### config.mk
export PLATFORM = sky130hd
export DESIGN_NAME = ascii_number_literal_parser_flat
export DESIGN_NICKNAME = d
export VERILOG_FILES = /design/src/anlp_pkg.sv /design/src/anlp_char_if.sv /design/src/anlp_result_if.sv /design/src/ascii_number_literal_parser.sv /design/src/flat_wrapper.sv
export SDC_FILE = /design/constraint.sdc
export NUM_CORES = 1
export LEC_CHECK = 0
export BUFFER_PORTS_ARGS = -buffer_cell sky130_fd_sc_hd__buf_2
export CAP_MARGIN = 20
export CELL_PAD_IN_SITES_DETAIL_PLACEMENT = 1
export CELL_PAD_IN_SITES_GLOBAL_PLACEMENT = 1
export CORE_UTILIZATION = 35
export CTS_CLUSTER_DIAMETER = 120
export DETAILED_ROUTE_END_ITERATION = 10
export GPL_TIMING_DRIVEN = 0
export PLACE_DENSITY = 0.65
export SETUP_SLACK_MARGIN = 0.05
export SLEW_MARGIN = 10
export SYNTH_ARGS = -nofsm -noshare
export SYNTH_HDL_FRONTEND = slang
export SYNTH_SLANG_ARGS = --single-unit
### constraint.sdc
create_clock -name i_clk -period 7.1 [get_ports i_clk]
set_input_delay 1.42 -clock i_clk [delete_from_list [all_inputs] [get_ports i_clk]]
set_output_delay 1.42 -clock i_clk [all_outputs]
set_load 0.02 [all_outputs]
### src/anlp_pkg.sv
package anlp_pkg;

    localparam int CHAR_W = 8;
    localparam int ACC_W  = 36;
    localparam int VAL_W  = 37;
    localparam int CNT_W  = 7;
    localparam int MODE_W = 3;

    typedef enum logic [1:0] {
        FMT_DEC  = 2'd0,
        FMT_HEX  = 2'd1,
        FMT_BIN  = 2'd2,
        FMT_NONE = 2'd3
    } t_format;

    // width mode register codes
    localparam logic [MODE_W-1:0] MODE_RAW16  = 3'd0;
    localparam logic [MODE_W-1:0] MODE_RAW32  = 3'd1;
    localparam logic [MODE_W-1:0] MODE_UINT8  = 3'd2;
    localparam logic [MODE_W-1:0] MODE_UINT16 = 3'd3;
    localparam logic [MODE_W-1:0] MODE_INT16  = 3'd4;

    localparam logic [ACC_W-1:0] LIMIT_16     = 36'h0_0000_FFFF;
    localparam logic [ACC_W-1:0] LIMIT_32     = 36'h0_FFFF_FFFF;
    localparam logic [ACC_W-1:0] UINT8_MAX    = 36'h0_0000_00FF;
    localparam logic [ACC_W-1:0] UINT16_MAX   = 36'h0_0000_FFFF;
    localparam logic [ACC_W-1:0] INT16_MAX    = 36'h0_0000_7FFF;
    localparam logic [ACC_W-1:0] INT16_MINMAG = 36'h0_0000_8000;

    localparam logic [CNT_W-1:0] CNT_MAX        = 7'd127;
    localparam logic [CNT_W-1:0] DEC_MAX_DIGITS = 7'd19;
    localparam logic [CNT_W-1:0] BIN_MAX_DIGITS = 7'd64;
    localparam logic [CNT_W-1:0] HEX_MAX_DIGITS = 7'd8;
    // odd hex length only counts while the digit count is at most eight
    localparam logic [CNT_W-1:0] HEX_ODD_MAX_P  = 7'd10;

    localparam logic [CHAR_W-1:0] CH_0     = 8'h30;
    localparam logic [CHAR_W-1:0] CH_1     = 8'h31;
    localparam logic [CHAR_W-1:0] CH_9     = 8'h39;
    localparam logic [CHAR_W-1:0] CH_UA    = 8'h41;
    localparam logic [CHAR_W-1:0] CH_UF    = 8'h46;
    localparam logic [CHAR_W-1:0] CH_LA    = 8'h61;
    localparam logic [CHAR_W-1:0] CH_LF    = 8'h66;
    localparam logic [CHAR_W-1:0] CH_B     = 8'h62;
    localparam logic [CHAR_W-1:0] CH_X     = 8'h78;
    localparam logic [CHAR_W-1:0] CH_MINUS = 8'h2D;

    function automatic logic is_dec(input logic [CHAR_W-1:0] c);
        return (c >= CH_0) && (c <= CH_9);
    endfunction

    function automatic logic is_bin(input logic [CHAR_W-1:0] c);
        return (c == CH_0) || (c == CH_1);
    endfunction

    // bit 4 flags a hex digit, bits 3:0 hold its value
    function automatic logic [4:0] hex_nibble(input logic [CHAR_W-1:0] c);
        logic [CHAR_W-1:0] t;
        t = '0;
        if (is_dec(c)) begin
            t = c - CH_0;
            return {1'b1, t[3:0]};
        end else if ((c >= CH_UA) && (c <= CH_UF)) begin
            t = c - CH_UA + 8'd10;
            return {1'b1, t[3:0]};
        end else if ((c >= CH_LA) && (c <= CH_LF)) begin
            t = c - CH_LA + 8'd10;
            return {1'b1, t[3:0]};
        end
        return 5'd0;
    endfunction

    function automatic t_format pick_format(input logic [CHAR_W-1:0] a,
                                            input logic [CHAR_W-1:0] b);
        if (a == CH_0) begin
            return (b == CH_X) ? FMT_HEX : FMT_NONE;
        end else if (a == CH_B) begin
            return is_bin(b) ? FMT_BIN : FMT_NONE;
        end else if (a == CH_MINUS) begin
            return is_dec(b) ? FMT_DEC : FMT_NONE;
        end
        return is_dec(a) ? FMT_DEC : FMT_NONE;
    endfunction

    function automatic logic [ACC_W-1:0] times_ten(input logic [ACC_W-1:0] x);
        return {x[ACC_W-4:0], 3'b000} + {x[ACC_W-2:0], 1'b0};
    endfunction

endpackage

### src/anlp_char_if.sv
interface anlp_char_if import anlp_pkg::*; ();
    logic              valid;
    logic              ready;
    logic [CHAR_W-1:0] character;
    logic              last;

    modport source (output valid, output character, output last, input ready);
    modport sink   (input valid, input character, input last, output ready);
endinterface

### src/anlp_result_if.sv
interface anlp_result_if import anlp_pkg::*; ();
    logic                    valid;
    logic                    ready;
    logic signed [VAL_W-1:0] value;
    t_format                 format;
    logic                    error;

    modport source (output valid, output value, output format, output error, input ready);
    modport sink   (input valid, input value, input format, input error, output ready);
endinterface

### src/ascii_number_literal_parser.sv
// ascii integer literal parser (decimal, 0x hex, b binary)
// i_char: one character per beat, last set on the final character of a literal.
// o_result: one beat per literal, sent for the beat that carried last:
//   value (37-bit two's complement), format (dec/hex/bin/none), error.
// i_cfg_we/i_cfg_wdata: width mode register (raw16, raw32, uint8, uint16, int16);
//   write it only while no literal is in flight.
// stages: a character is captured in the input register; from there it updates
//   the per-literal state and, on last, loads the result register, which drives o_result.
// throughput: one character per cycle except while a last character waits (see stall), set by
//   the single accumulate step (shift or multiply-by-ten add) between the input and state registers.
// stall: while the result register holds an untaken beat, non-last characters
//   keep flowing; a last character waits in the input register, and the input
//   side stops only then.
// reset: synchronous active low, clears the mode to raw16, the per-literal
//   state and both valid flags.
module ascii_number_literal_parser import anlp_pkg::*; (
    input  logic               i_clk,
    input  logic               i_rst_n,
    input  logic               i_cfg_we,
    input  logic [MODE_W-1:0]  i_cfg_wdata,
    anlp_char_if.sink          i_char,
    anlp_result_if.source      o_result
);

    // config
    logic [MODE_W-1:0] r_mode;

    // input register
    logic              r_in_valid;
    logic [CHAR_W-1:0] r_char;
    logic              r_last;

    // per-literal state
    logic [ACC_W-1:0]  r_acc,   n_acc;
    logic [CNT_W-1:0]  r_count, n_count;
    logic [CHAR_W-1:0] r_first, n_first;
    t_format           r_fmt,   n_fmt;
    logic              r_neg,   n_neg;
    logic              r_stop,  n_stop;
    logic              r_err,   n_err;
    logic [3:0]        r_nib,   n_nib;

    // result register
    logic                    r_out_valid;
    logic signed [VAL_W-1:0] r_out_value, n_out_value;
    t_format                 r_out_format, n_out_format;
    logic                    r_out_error, n_out_error;

    logic             advance;
    logic [CNT_W-1:0] p, p_m1, p_m2, dec_d;
    logic [ACC_W-1:0] limit;
    logic [3:0]       dig, first_dig;
    logic [4:0]       hx;
    t_format          fmt_p;
    logic [ACC_W-1:0] fin_acc, mag;
    logic             fin_err, mag_neg, res_err;

    // stage moves on unless a last beat finds the result register busy
    assign advance = r_in_valid && (!r_last || !r_out_valid || o_result.ready);
    assign i_char.ready = !r_in_valid || advance;

    assign o_result.valid  = r_out_valid;
    assign o_result.value  = r_out_value;
    assign o_result.format = r_out_format;
    assign o_result.error  = r_out_error;

    // position of this character in the literal, saturating
    assign p     = (r_count == CNT_MAX) ? r_count : r_count + 7'd1;
    assign p_m1  = p - 7'd1;
    assign p_m2  = p - 7'd2;
    assign dec_d = r_neg ? p_m1 : p;
    assign limit = (r_mode == MODE_RAW32) ? LIMIT_32 : LIMIT_16;

    always_comb begin
        logic [CHAR_W-1:0] t0, t1;
        t0        = r_char - CH_0;
        t1        = r_first - CH_0;
        dig       = t0[3:0];
        first_dig = t1[3:0];
        hx        = hex_nibble(r_char);
        fmt_p     = pick_format(r_first, r_char);
    end

    // per-character state update
    always_comb begin
        n_acc   = r_acc;
        n_count = p;
        n_first = r_first;
        n_fmt   = r_fmt;
        n_neg   = r_neg;
        n_stop  = r_stop;
        n_err   = r_err;
        n_nib   = r_nib;
        priority if (p == 7'd1) begin
            n_first = r_char;
        end else if (p == 7'd2) begin
            // format decided; decimal may take both characters at once
            n_fmt = fmt_p;
            if (fmt_p == FMT_DEC) begin
                n_neg = (r_first == CH_MINUS);
                if (r_first == CH_MINUS) begin
                    n_acc = ACC_W'(dig);
                end else if (is_dec(r_char)) begin
                    n_acc = times_ten(ACC_W'(first_dig)) + ACC_W'(dig);
                end else begin
                    n_acc  = ACC_W'(first_dig);
                    n_err  = 1'b1;
                    n_stop = 1'b1;
                end
            end else if (fmt_p == FMT_BIN) begin
                n_acc = ACC_W'(r_char[0]);
            end
        end else begin
            unique case (r_fmt)
                FMT_DEC: begin
                    if (!r_stop && (dec_d <= DEC_MAX_DIGITS)) begin
                        if (r_acc > limit) begin
                            n_stop = 1'b1;
                        end else if (is_dec(r_char)) begin
                            n_acc = times_ten(r_acc) + ACC_W'(dig);
                        end else begin
                            n_err  = 1'b1;
                            n_stop = 1'b1;
                        end
                    end
                end
                FMT_BIN: begin
                    if (!r_stop && (p_m1 <= BIN_MAX_DIGITS)) begin
                        if (r_acc > limit) begin
                            n_stop = 1'b1;
                        end else if (is_bin(r_char)) begin
                            n_acc = {r_acc[ACC_W-2:0], r_char[0]};
                        end else begin
                            n_err  = 1'b1;
                            n_stop = 1'b1;
                        end
                    end
                end
                FMT_HEX: begin
                    if (!r_stop && (p_m2 >= 7'd1) && (p_m2 <= HEX_MAX_DIGITS)) begin
                        if (!hx[4]) begin
                            n_err  = 1'b1;
                            n_stop = 1'b1;
                        end else if (p_m2[0]) begin
                            n_nib = hx[3:0];
                        end else begin
                            n_acc = {r_acc[ACC_W-9:0], r_nib, hx[3:0]};
                        end
                    end
                end
                FMT_NONE: begin
                end
            endcase
        end
    end

    // result for a last character
    always_comb begin
        n_out_format = n_fmt;
        fin_acc      = n_acc;
        fin_err      = n_err;
        if (p == 7'd1) begin
            // single character: only a digit is numeric
            n_out_format = is_dec(r_char) ? FMT_DEC : FMT_NONE;
            fin_acc      = is_dec(r_char) ? ACC_W'(dig) : n_acc;
        end
        mag     = fin_acc;
        res_err = fin_err;
        mag_neg = 1'b0;
        unique case (n_out_format)
            FMT_NONE: begin
                mag     = '0;
                res_err = 1'b1;
            end
            FMT_HEX: begin
                if (p[0] && (p <= HEX_ODD_MAX_P)) begin
                    mag     = '0;
                    res_err = 1'b1;
                end
            end
            FMT_DEC: begin
                mag_neg = n_neg && !fin_err && (mag != '0);
            end
            FMT_BIN: begin
            end
        endcase
        if (n_out_format != FMT_NONE) begin
            unique case (r_mode)
                MODE_UINT8:  if (mag_neg || (mag > UINT8_MAX)) res_err = 1'b1;
                MODE_UINT16: if (mag_neg || (mag > UINT16_MAX)) res_err = 1'b1;
                MODE_INT16: begin
                    if (mag_neg ? (mag > INT16_MINMAG) : (mag > INT16_MAX)) begin
                        res_err = 1'b1;
                    end
                end
                default: begin
                end
            endcase
        end
        n_out_value = mag_neg ? -$signed({1'b0, mag}) : $signed({1'b0, mag});
        n_out_error = res_err;
    end

    always_ff @(posedge i_clk) begin
        if (!i_rst_n) begin
            r_mode <= MODE_RAW16;
        end else if (i_cfg_we) begin
            r_mode <= i_cfg_wdata;
        end
    end

    always_ff @(posedge i_clk) begin
        if (!i_rst_n) begin
            r_in_valid <= 1'b0;
        end else if (i_char.ready) begin
            r_in_valid <= i_char.valid;
        end
    end

    always_ff @(posedge i_clk) begin
        if (i_char.ready && i_char.valid) begin
            r_char <= i_char.character;
            r_last <= i_char.last;
        end
    end

    always_ff @(posedge i_clk) begin
        if (!i_rst_n || (advance && r_last)) begin
            r_acc   <= '0;
            r_count <= '0;
            r_first <= '0;
            r_fmt   <= FMT_DEC;
            r_neg   <= 1'b0;
            r_stop  <= 1'b0;
            r_err   <= 1'b0;
            r_nib   <= '0;
        end else if (advance) begin
            r_acc   <= n_acc;
            r_count <= n_count;
            r_first <= n_first;
            r_fmt   <= n_fmt;
            r_neg   <= n_neg;
            r_stop  <= n_stop;
            r_err   <= n_err;
            r_nib   <= n_nib;
        end
    end

    always_ff @(posedge i_clk) begin
        if (!i_rst_n) begin
            r_out_valid <= 1'b0;
        end else if (advance && r_last) begin
            r_out_valid <= 1'b1;
        end else if (o_result.ready) begin
            r_out_valid <= 1'b0;
        end
    end

    always_ff @(posedge i_clk) begin
        if (advance && r_last) begin
            r_out_value  <= n_out_value;
            r_out_format <= n_out_format;
            r_out_error  <= n_out_error;
        end
    end

    // literal state starts clean after a last character
    a_clear_after_last: assert property (@(posedge i_clk) disable iff (!i_rst_n)
        advance && r_last |=> (r_count == '0) && (r_acc == '0) && !r_stop && !r_err)
        else $error("literal state not cleared after last beat");

    // a waiting last character stays put while the result is held
    a_last_waits: assert property (@(posedge i_clk) disable iff (!i_rst_n)
        r_in_valid && r_last && r_out_valid && !o_result.ready
        |=> r_in_valid && r_last)
        else $error("last beat dropped while result stalled");

    // non-numeric literals give zero with error
    a_none_is_error: assert property (@(posedge i_clk) disable iff (!i_rst_n)
        r_out_valid && (r_out_format == FMT_NONE)
        |-> r_out_error && (r_out_value == '0))
        else $error("non-numeric result without error or with value");

    // only decimal results are negative
    a_neg_is_dec: assert property (@(posedge i_clk) disable iff (!i_rst_n)
        r_out_valid && r_out_value[VAL_W-1] |-> (r_out_format == FMT_DEC))
        else $error("negative value on non-decimal result");

    // hex keeps at most four digit pairs
    a_hex_width: assert property (@(posedge i_clk) disable iff (!i_rst_n)
        (r_fmt == FMT_HEX) |-> (r_acc[ACC_W-1:32] == '0))
        else $error("hex accumulator beyond 32 bits");

endmodule

### src/flat_wrapper.sv
// flat-port wrapper written by rule: the top's interface ports become plain ports
module ascii_number_literal_parser_flat import anlp_pkg::*;
  (i_clk, i_rst_n, i_cfg_we, i_cfg_wdata, i_char_valid, i_char_character, i_char_last, i_char_ready, o_result_valid, o_result_value, o_result_format, o_result_error, o_result_ready);
  anlp_char_if i_char_i ();
  anlp_result_if o_result_i ();
  input  logic i_clk;
  input  logic i_rst_n;
  input  logic i_cfg_we;
  input  logic [MODE_W-1:0] i_cfg_wdata;
  input wire logic [$bits(i_char_i.valid)-1:0] i_char_valid;
  input wire logic [$bits(i_char_i.character)-1:0] i_char_character;
  input wire logic [$bits(i_char_i.last)-1:0] i_char_last;
  output wire logic [$bits(i_char_i.ready)-1:0] i_char_ready;
  output wire logic [$bits(o_result_i.valid)-1:0] o_result_valid;
  output wire logic [$bits(o_result_i.value)-1:0] o_result_value;
  output wire logic [$bits(o_result_i.format)-1:0] o_result_format;
  output wire logic [$bits(o_result_i.error)-1:0] o_result_error;
  input wire logic [$bits(o_result_i.ready)-1:0] o_result_ready;
  assign i_char_i.valid = i_char_valid;
  assign i_char_i.character = i_char_character;
  assign i_char_i.last = i_char_last;
  assign i_char_ready = i_char_i.ready;
  assign o_result_valid = o_result_i.valid;
  assign o_result_value = o_result_i.value;
  assign o_result_format = o_result_i.format;
  assign o_result_error = o_result_i.error;
  assign o_result_i.ready = o_result_ready;
  ascii_number_literal_parser u_core (.i_clk(i_clk), .i_rst_n(i_rst_n), .i_cfg_we(i_cfg_we), .i_cfg_wdata(i_cfg_wdata), .i_char(i_char_i), .o_result(o_result_i));
endmodule
======== Yosys cells after proc, flatten, opt, wreduce, memory -nomap -nowiden ========
Index checks and enable logic that the tools add are counted.
storage, ports and cells
  register bits after elaboration ......... 114
  word-level logic and storage cells ...... 197
operators by class
  eq/ne operators ......................... 26
  multiplexer cells ....................... 84
  bitwise gates (word level) .............. 2
  add/sub/neg operators ................... 14
  magnitude comparators ................... 18
  reductions and logical operators ........ 36
operator list
  operator              number
  $mux 36               19
  $pmux 36 s3           1
  $add 36x4->36         2
  $gt 36x16->1 const B  2
  $pmux 36 s2           1
  $mux 1                42
  $neg 36->37           1
  $add 36x36->36        1
  $gt 36x15->1 const B  1
  $gt 36x36->1          1
  $gt 36x8->1 const B   1
  $reduce_bool 36->1    1
  $eq 8x6->1 const B    4
  $mux 32               1
  $mux 2                10
  $mux 5                4
  $eq 8x7->1 const B    2
  $ge 8x6->1 const B    2
  $ge 8x7->1 const B    2
  $le 8x6->1 const B    2
  $le 8x7->1 const B    2
  $sub 4x1->4 const B   4
  $le 7x4->1 const B    2
  $logic_and 1x1->1     14
  32 further kinds      58

======== Depth between registers and ports, before layout ========
  depth in word-level cells ............... 21
  depth in mapped cells ................... 26

======== Least setup slack after synthesis ========
OpenSTA, ideal clock, no wires.
  kind .................................... flip-flop to flip-flop
  start point ............................. register u_core.r_count[1]
  end point ............................... register u_core.r_out_value[34] (netlist: u_core.o_result.value[34]), data pin
  data required time ...................... 6.829 ns
  arrival time ............................ 5.019 ns
  path slack .............................. 1.810 ns
  stages on the path, launching flop included .. 25
  library setup time ...................... 0.271 ns
  path through ............................ dfxtp_1 -> ha_1 -> buf_2 -> nand2_1 -> nor2_1 -> mux2i_1 -> ha_1 -> nand2b_1 -> o21ai_0 -> o21ai_0 -> a21o_1 -> a211oi_1 -> or2_1 -> clkbuf_1 -> nand2_1 -> a31oi_1 -> a2bb2oi_1 -> and2_1 -> inv_1 -> ha_1 -> nand4_1 -> clkbuf_1 -> nor3_1 -> a21oi_1 -> o221ai_1
on the way
  word-level cells in the longest chain between the ends .. 16
  elaborated cells on any way between the ends .. 51
  classes of those cells .................. add/sub (4); order compare (5); eq/ne (5); mux (27); reduce/logical (10)
RTL lines
  element                                           line                                                                    source
  start: declaration                                ascii_number_literal_parser.sv:35                                       logic [CNT_W-1:0] r_count, n_count;
  start signal: assignment                          ascii_number_literal_parser.sv:239                                      r_count <= n_count;
  $add 7x1->7 or $eq 7x7->1 (tied branches)         ascii_number_literal_parser.sv:68                                       assign p = (r_count == CNT_MAX) ? r_count : r_count + 7'd1;
  $mux 7 *                                          ascii_number_literal_parser.sv:68
  $sub 7x1->7 or $sub 7x2->7 (tied branches)        ascii_number_literal_parser.sv:69, ascii_number_literal_parser.sv:70
  $mux 7 or $ge 7x1->1 (tied branches)              ascii_number_literal_parser.sv:71, ascii_number_literal_parser.sv:140
  $le 7x5->1 or $logic_and 1x1->1 (tied branches)   ascii_number_literal_parser.sv:116, ascii_number_literal_parser.sv:140
  $logic_and 1x1->1 (on tied branches)              ascii_number_literal_parser.sv:116, ascii_number_literal_parser.sv:140
  $mux 36 (on tied branches)                        ascii_number_literal_parser.sv:116, ascii_number_literal_parser.sv:140
  $pmux 36 s3                                       ascii_number_literal_parser.sv:114                                      unique case (r_fmt)
  $mux 36                                           ascii_number_literal_parser.sv:96                                       end else if (p == 7'd2) begin
  $mux 36                                           ascii_number_literal_parser.sv:94                                       priority if (p == 7'd1) begin
  $mux 36                                           ascii_number_literal_parser.sv:165                                      fin_acc = is_dec(r_char) ? ACC_W'(dig) : n_acc;
  $mux 36                                           ascii_number_literal_parser.sv:162                                      if (p == 7'd1) begin
  $mux 36 or $reduce_bool 36->1 (tied branches)     ascii_number_literal_parser.sv:176, ascii_number_literal_parser.sv:182
  $pmux 36 s2 or $logic_and 1x1->1 (tied branches)  ascii_number_literal_parser.sv:170, ascii_number_literal_parser.sv:182
  $neg 36->37 or $mux 1 (tied branches)             ascii_number_literal_parser.sv:200, ascii_number_literal_parser.sv:170
  $mux 36 *                                         ascii_number_literal_parser.sv:200                                      n_out_value = mag_neg ? -$signed({1'b0, mag}) : $signed({1'b0, mag});
  net u_core.n_out_value[34]                        ascii_number_literal_parser.sv:45                                       logic signed [VAL_W-1:0] r_out_value, n_out_value;
  end signal: assignment                            ascii_number_literal_parser.sv:261                                      r_out_value <= n_out_value;
  end: declaration                                  ascii_number_literal_parser.sv:45
The timed path passes the listed nets; every way through them passes the cells marked *.
A chain may end at the register's enable or synchronous reset.

======== Worst setup path in the final report ========
  start point ............................. register u_core.r_count[1]
  end point ............................... register u_core.r_out_error (netlist: u_core.o_result.error), data pin
on the way
  word-level cells in the longest chain between the ends .. 19
  elaborated cells on any way between the ends .. 64
  classes of those cells .................. add/sub (3); order compare (9); eq/ne (6); mux (34); reduce/logical (12)
RTL lines
  element                                           line                                                                                                        source
  $add 7x1->7 or $eq 7x7->1 (tied branches)         ascii_number_literal_parser.sv:68
  $mux 7 *                                          ascii_number_literal_parser.sv:68
  $sub 7x1->7 or $sub 7x2->7 (tied branches)        ascii_number_literal_parser.sv:69, ascii_number_literal_parser.sv:70
  $mux 7 or $ge 7x1->1 (tied branches)              ascii_number_literal_parser.sv:71, ascii_number_literal_parser.sv:140
  $le 7x5->1 or $logic_and 1x1->1 (tied branches)   ascii_number_literal_parser.sv:116, ascii_number_literal_parser.sv:140
  $logic_and 1x1->1 (on tied branches)              ascii_number_literal_parser.sv:116, ascii_number_literal_parser.sv:140
  $mux 36 (on tied branches)                        ascii_number_literal_parser.sv:116, ascii_number_literal_parser.sv:140
  $pmux 36 s3                                       ascii_number_literal_parser.sv:114
  [... 4 more ...]                                  n/a
  $mux 36 or $reduce_bool 36->1 (tied branches)     ascii_number_literal_parser.sv:176, ascii_number_literal_parser.sv:182
  $pmux 36 s2 or $logic_and 1x1->1 (tied branches)  ascii_number_literal_parser.sv:170, ascii_number_literal_parser.sv:182
  $gt 36x15->1 (tied with other cells)              ascii_number_literal_parser.sv:192                                                                          if (mag_neg ? (mag > INT16_MINMAG) : (mag > INT16_MAX)) begin
  $mux 1 (tied with other cells)                    ascii_number_literal_parser.sv:192
  $mux 1 (on tied branches)                         ascii_number_literal_parser.sv:192, ascii_number_literal_parser.sv:189, ascii_number_literal_parser.sv:190
  $pmux 1 s3                                        ascii_number_literal_parser.sv:188                                                                          unique case (r_mode)
  $mux 1 *                                          ascii_number_literal_parser.sv:187                                                                          if (n_out_format != FMT_NONE) begin
  net u_core.n_out_error                            ascii_number_literal_parser.sv:47                                                                           logic r_out_error, n_out_error;
  end signal: assignment                            ascii_number_literal_parser.sv:263                                                                          r_out_error <= n_out_error;
  end: declaration                                  ascii_number_literal_parser.sv:47
Marked as above.

==> metrics.csv <==
metric,value,unit
layout.nets,1688,
internal_power,1500,uW
synthesis.area,11500,um2
rsz0062_at_grt,false,
cp-end-kind,flop,
yosysUniqueCellTypes,105,
dp_hpwl,38600,um
pwr-share-seq,0.326,
yosysSeqAreaShare,0.240,
clkPwrFrac,0.415,
final_util,0.410,
cts_buffer_depth,2,
diodes,0,
min_path_type,reg2reg,
cts.sink_count,114,
nFillCells,3938,
yosysWarnings,0,
cts_tree,done,
p_switching,776,uW
report.power.total,2270,uW
fin_area,13300,um2
drc,0,
synth-seq-cells,114,
grt_max_degree,42,
maxSlewHeadroom,0.134,
p_leak,0.00515,uW
setup_tns,0,ns
cts_htree_levels,4,
place_area,12400,um2
syn_nets,1600,
io_buffers,58,
crit_fanout,10,
grt_pass1_wl,75900,um
drt_pass1_iterations,7,
start_kind,flop,
coreArea,32500,um2
final_cell_mix,"nand2_1 (164), a21oi_1 (140), nor2_1 (135)",
clkLatencyLatePin,0.46,ns
pwr-share-comb,0.259,
period_share,0.964,
first_iter_violations,1072,
routedWlPerCell,24.6,um
syn_avg_cell_area,7.83,um2
overflow,0,
skew,0.0184,ns
globalRouteTotalUtil,0.297,
layout_commonest_cell,nand2_1,
drt-vias-per-instance,6.27,
clkTransAtPathRegs,0.06,ns
synth_edf_count,49,
vias,12700,
chipHeight,184,um
ys.flop_type,dfxtp_1,
status,"finished, final reports clean",
tightest_slew,1.29,ns
areaGrowthSynthToFinish,15.5,%
ioPinCount,59,
ys_async_sr_fraction,0,
powerDensity,171,nW/um2
postRouteAntennaNets,0,
gp_congestion,0.975,
hold_violations,0,
cts_root_buffer,clkbuf_16,
maxSlewViolCount,0,
syn_inst,1473,
maxCapViolations,0,
grt_pass1_vias,12500,
cts_hold_buffers,0,
start_util,0.355,
die_x,184,um
antenna_found_initial,0,
cts_buffers,17,
irDropWorstVdd,0.196,mV
crit_type,reg2reg,
setup_viol_count_final,0,
routed_wl,49600,um
drive_gt1_frac,0.124,
swShare,0.341,
num_rows,66,
cp.arrival,7.04,ns
dieArea,33700,um2
finalCriticalPeriod,6.84,ns
critPathRequiredTime,7.29,ns
fmax,146,MHz
repair_timing:
| action | in CTS | in global routing |
|---|---|---|
| gates resized for setup | 7 | 36 |
| setup buffers | 2 | 4 |
| setup endpoints to repair | 30 | 37 |
| pin swaps | 0 | 4 |
Yosys cell counts (15+ instances only):
| master | instances | area (um2) |
|---|---|---|
| inv_1 | 43 | 161 |
| a31oi_1 | 35 | 219 |
| buf_2 | 15 | 75.1 |
| nand2_1 | 164 | 616 |
| and3_1 | 15 | 93.8 |
| xnor2_1 | 27 | 236 |
| nand4_1 | 19 | 119 |
| a211oi_1 | 32 | 240 |
| a21o_1 | 25 | 188 |
| clkbuf_1 | 53 | 199 |
| o31ai_1 | 19 | 143 |
| edfxtp_1 | 49 | 1470 |
| o211ai_1 | 28 | 210 |
| o21ai_0 | 78 | 390 |
| xor2_1 | 21 | 184 |
| dfxtp_1 | 65 | 1300 |
| nor3_1 | 48 | 240 |
| nor2_1 | 137 | 514 |
| ha_1 | 106 | 1330 |
| a21oi_1 | 140 | 701 |
| nand3_1 | 35 | 175 |
final timing paths:
kind / from / to / slack (ns) / cells past startpoint
max: u_core.r_count[1]$_SDFFE_PP0P_ / u_core.o_result.error$_DFFE_PP_ / 0.26 / 22
min: u_core.r_first[5]$_SDFFE_PP0P_ / u_core.r_first[5]$_SDFFE_PP0P_ / 0.47 / 2
max reg2reg: u_core.r_count[1]$_SDFFE_PP0P_ / u_core.o_result.error$_DFFE_PP_ / 0.26 / 22
min reg2reg: u_core.r_first[5]$_SDFFE_PP0P_ / u_core.r_first[5]$_SDFFE_PP0P_ / 0.47 / 2
worst max-delay path, cell delays in order, from the launching register on:
cell	delay (ns)
dfxtp_1	0.55
ha_1	0.21
buf_2	0.21
nand2_1	0.19
nor2_2	0.27
mux2i_4	0.36
ha_1	0.33
o21ai_0	0.21
nor2_1	0.34
o2111a_1	0.44
nor4b_4	0.08
buf_4	0.21
nand2_1	0.20
clkbuf_1	0.51
a311oi_1	0.11
o41a_1	0.47
a21oi_1	0.38
and2_1	0.34
nand4_1	0.15
o21a_1	0.35
buf_2	0.28
o31ai_1	0.27
o21ai_1	0.10
power by group through the flow:
stage	Clock, uW	Combinational [uW]	Sequential [uW]
after floorplan	0	365	747
after CTS	955	562	740
after detailed placement	0	555	754
after global placement	0	542	754
after global routing	977	633	745
final	943	589	742
layout make-up:
type	count	area [um2]	share of cell area
Clock inverter	6	85.1	0.00639
Buffer	80	367	0.0275
Timing Repair Buffer	69	388	0.0291
Inverter	43	161	0.0121
Clock buffer	26	553	0.0415
Multi-Input combinational cell	1236	8440	0.634
Tap cell	442	553	0.0415
Sequential cell	114	2770	0.208
routing by layer:
metal	up-vias	routed length [um]	global-route usage
met2	514	21900	0.472
met3	109	3150	0.0466
met4	0	1560	0.110
li1	5806	-	-
met1	6221	23000	0.405
met5	-	0	0
registers in the layout (all words and copies together), names as in the netlist:
name and flops:
u_core.r_fmt 2, u_core.r_count 7, u_core.r_in_valid 1, u_core.r_nib 4
u_core.r_acc 36, u_core.o_result.format 2, u_core.o_result.error 1, u_core.r_first 8
u_core.r_err 1, u_core.r_mode 3, u_core.r_neg 1, u_core.r_char 8
u_core.r_last 1, u_core.o_result.value 37, u_core.o_result.valid 1, u_core.r_stop 1
cell families (layout without fill, tap and decap cells):
kind of cell	count (synthesis)	in the layout	share of synthesized area
DFF	114	114	0.240
adders and majority gates	110	110	0.122
muxes	13	13	0.0116
xor gates and xnor gates	48	48	0.0365
and+or+nand+nor	533	533	0.227
AOI/OAI and AO/OA	532	532	0.317
buffers and inverters	123	224	0.0453
metrics by stage:
| stage | hold WS, ns | setup slack (ns) | std cells |
|---|---|---|---|
| 2_1_floorplan | 0.432 | 1.81 | 1473 |
| 3_3_place_gp | 0.454 | -0.419 | 1973 |
| 3_5_place_dp | 0.457 | -0.302 | 1978 |
| 4_1_cts | 0.465 | 0.0537 | 2012 |
| 6_report | 0.469 | 0.256 | 2016 |
| 5_1_grt | 0.478 | 0.0285 | 2016 |
Note: power is estimated with default switching activity, not from simulation.
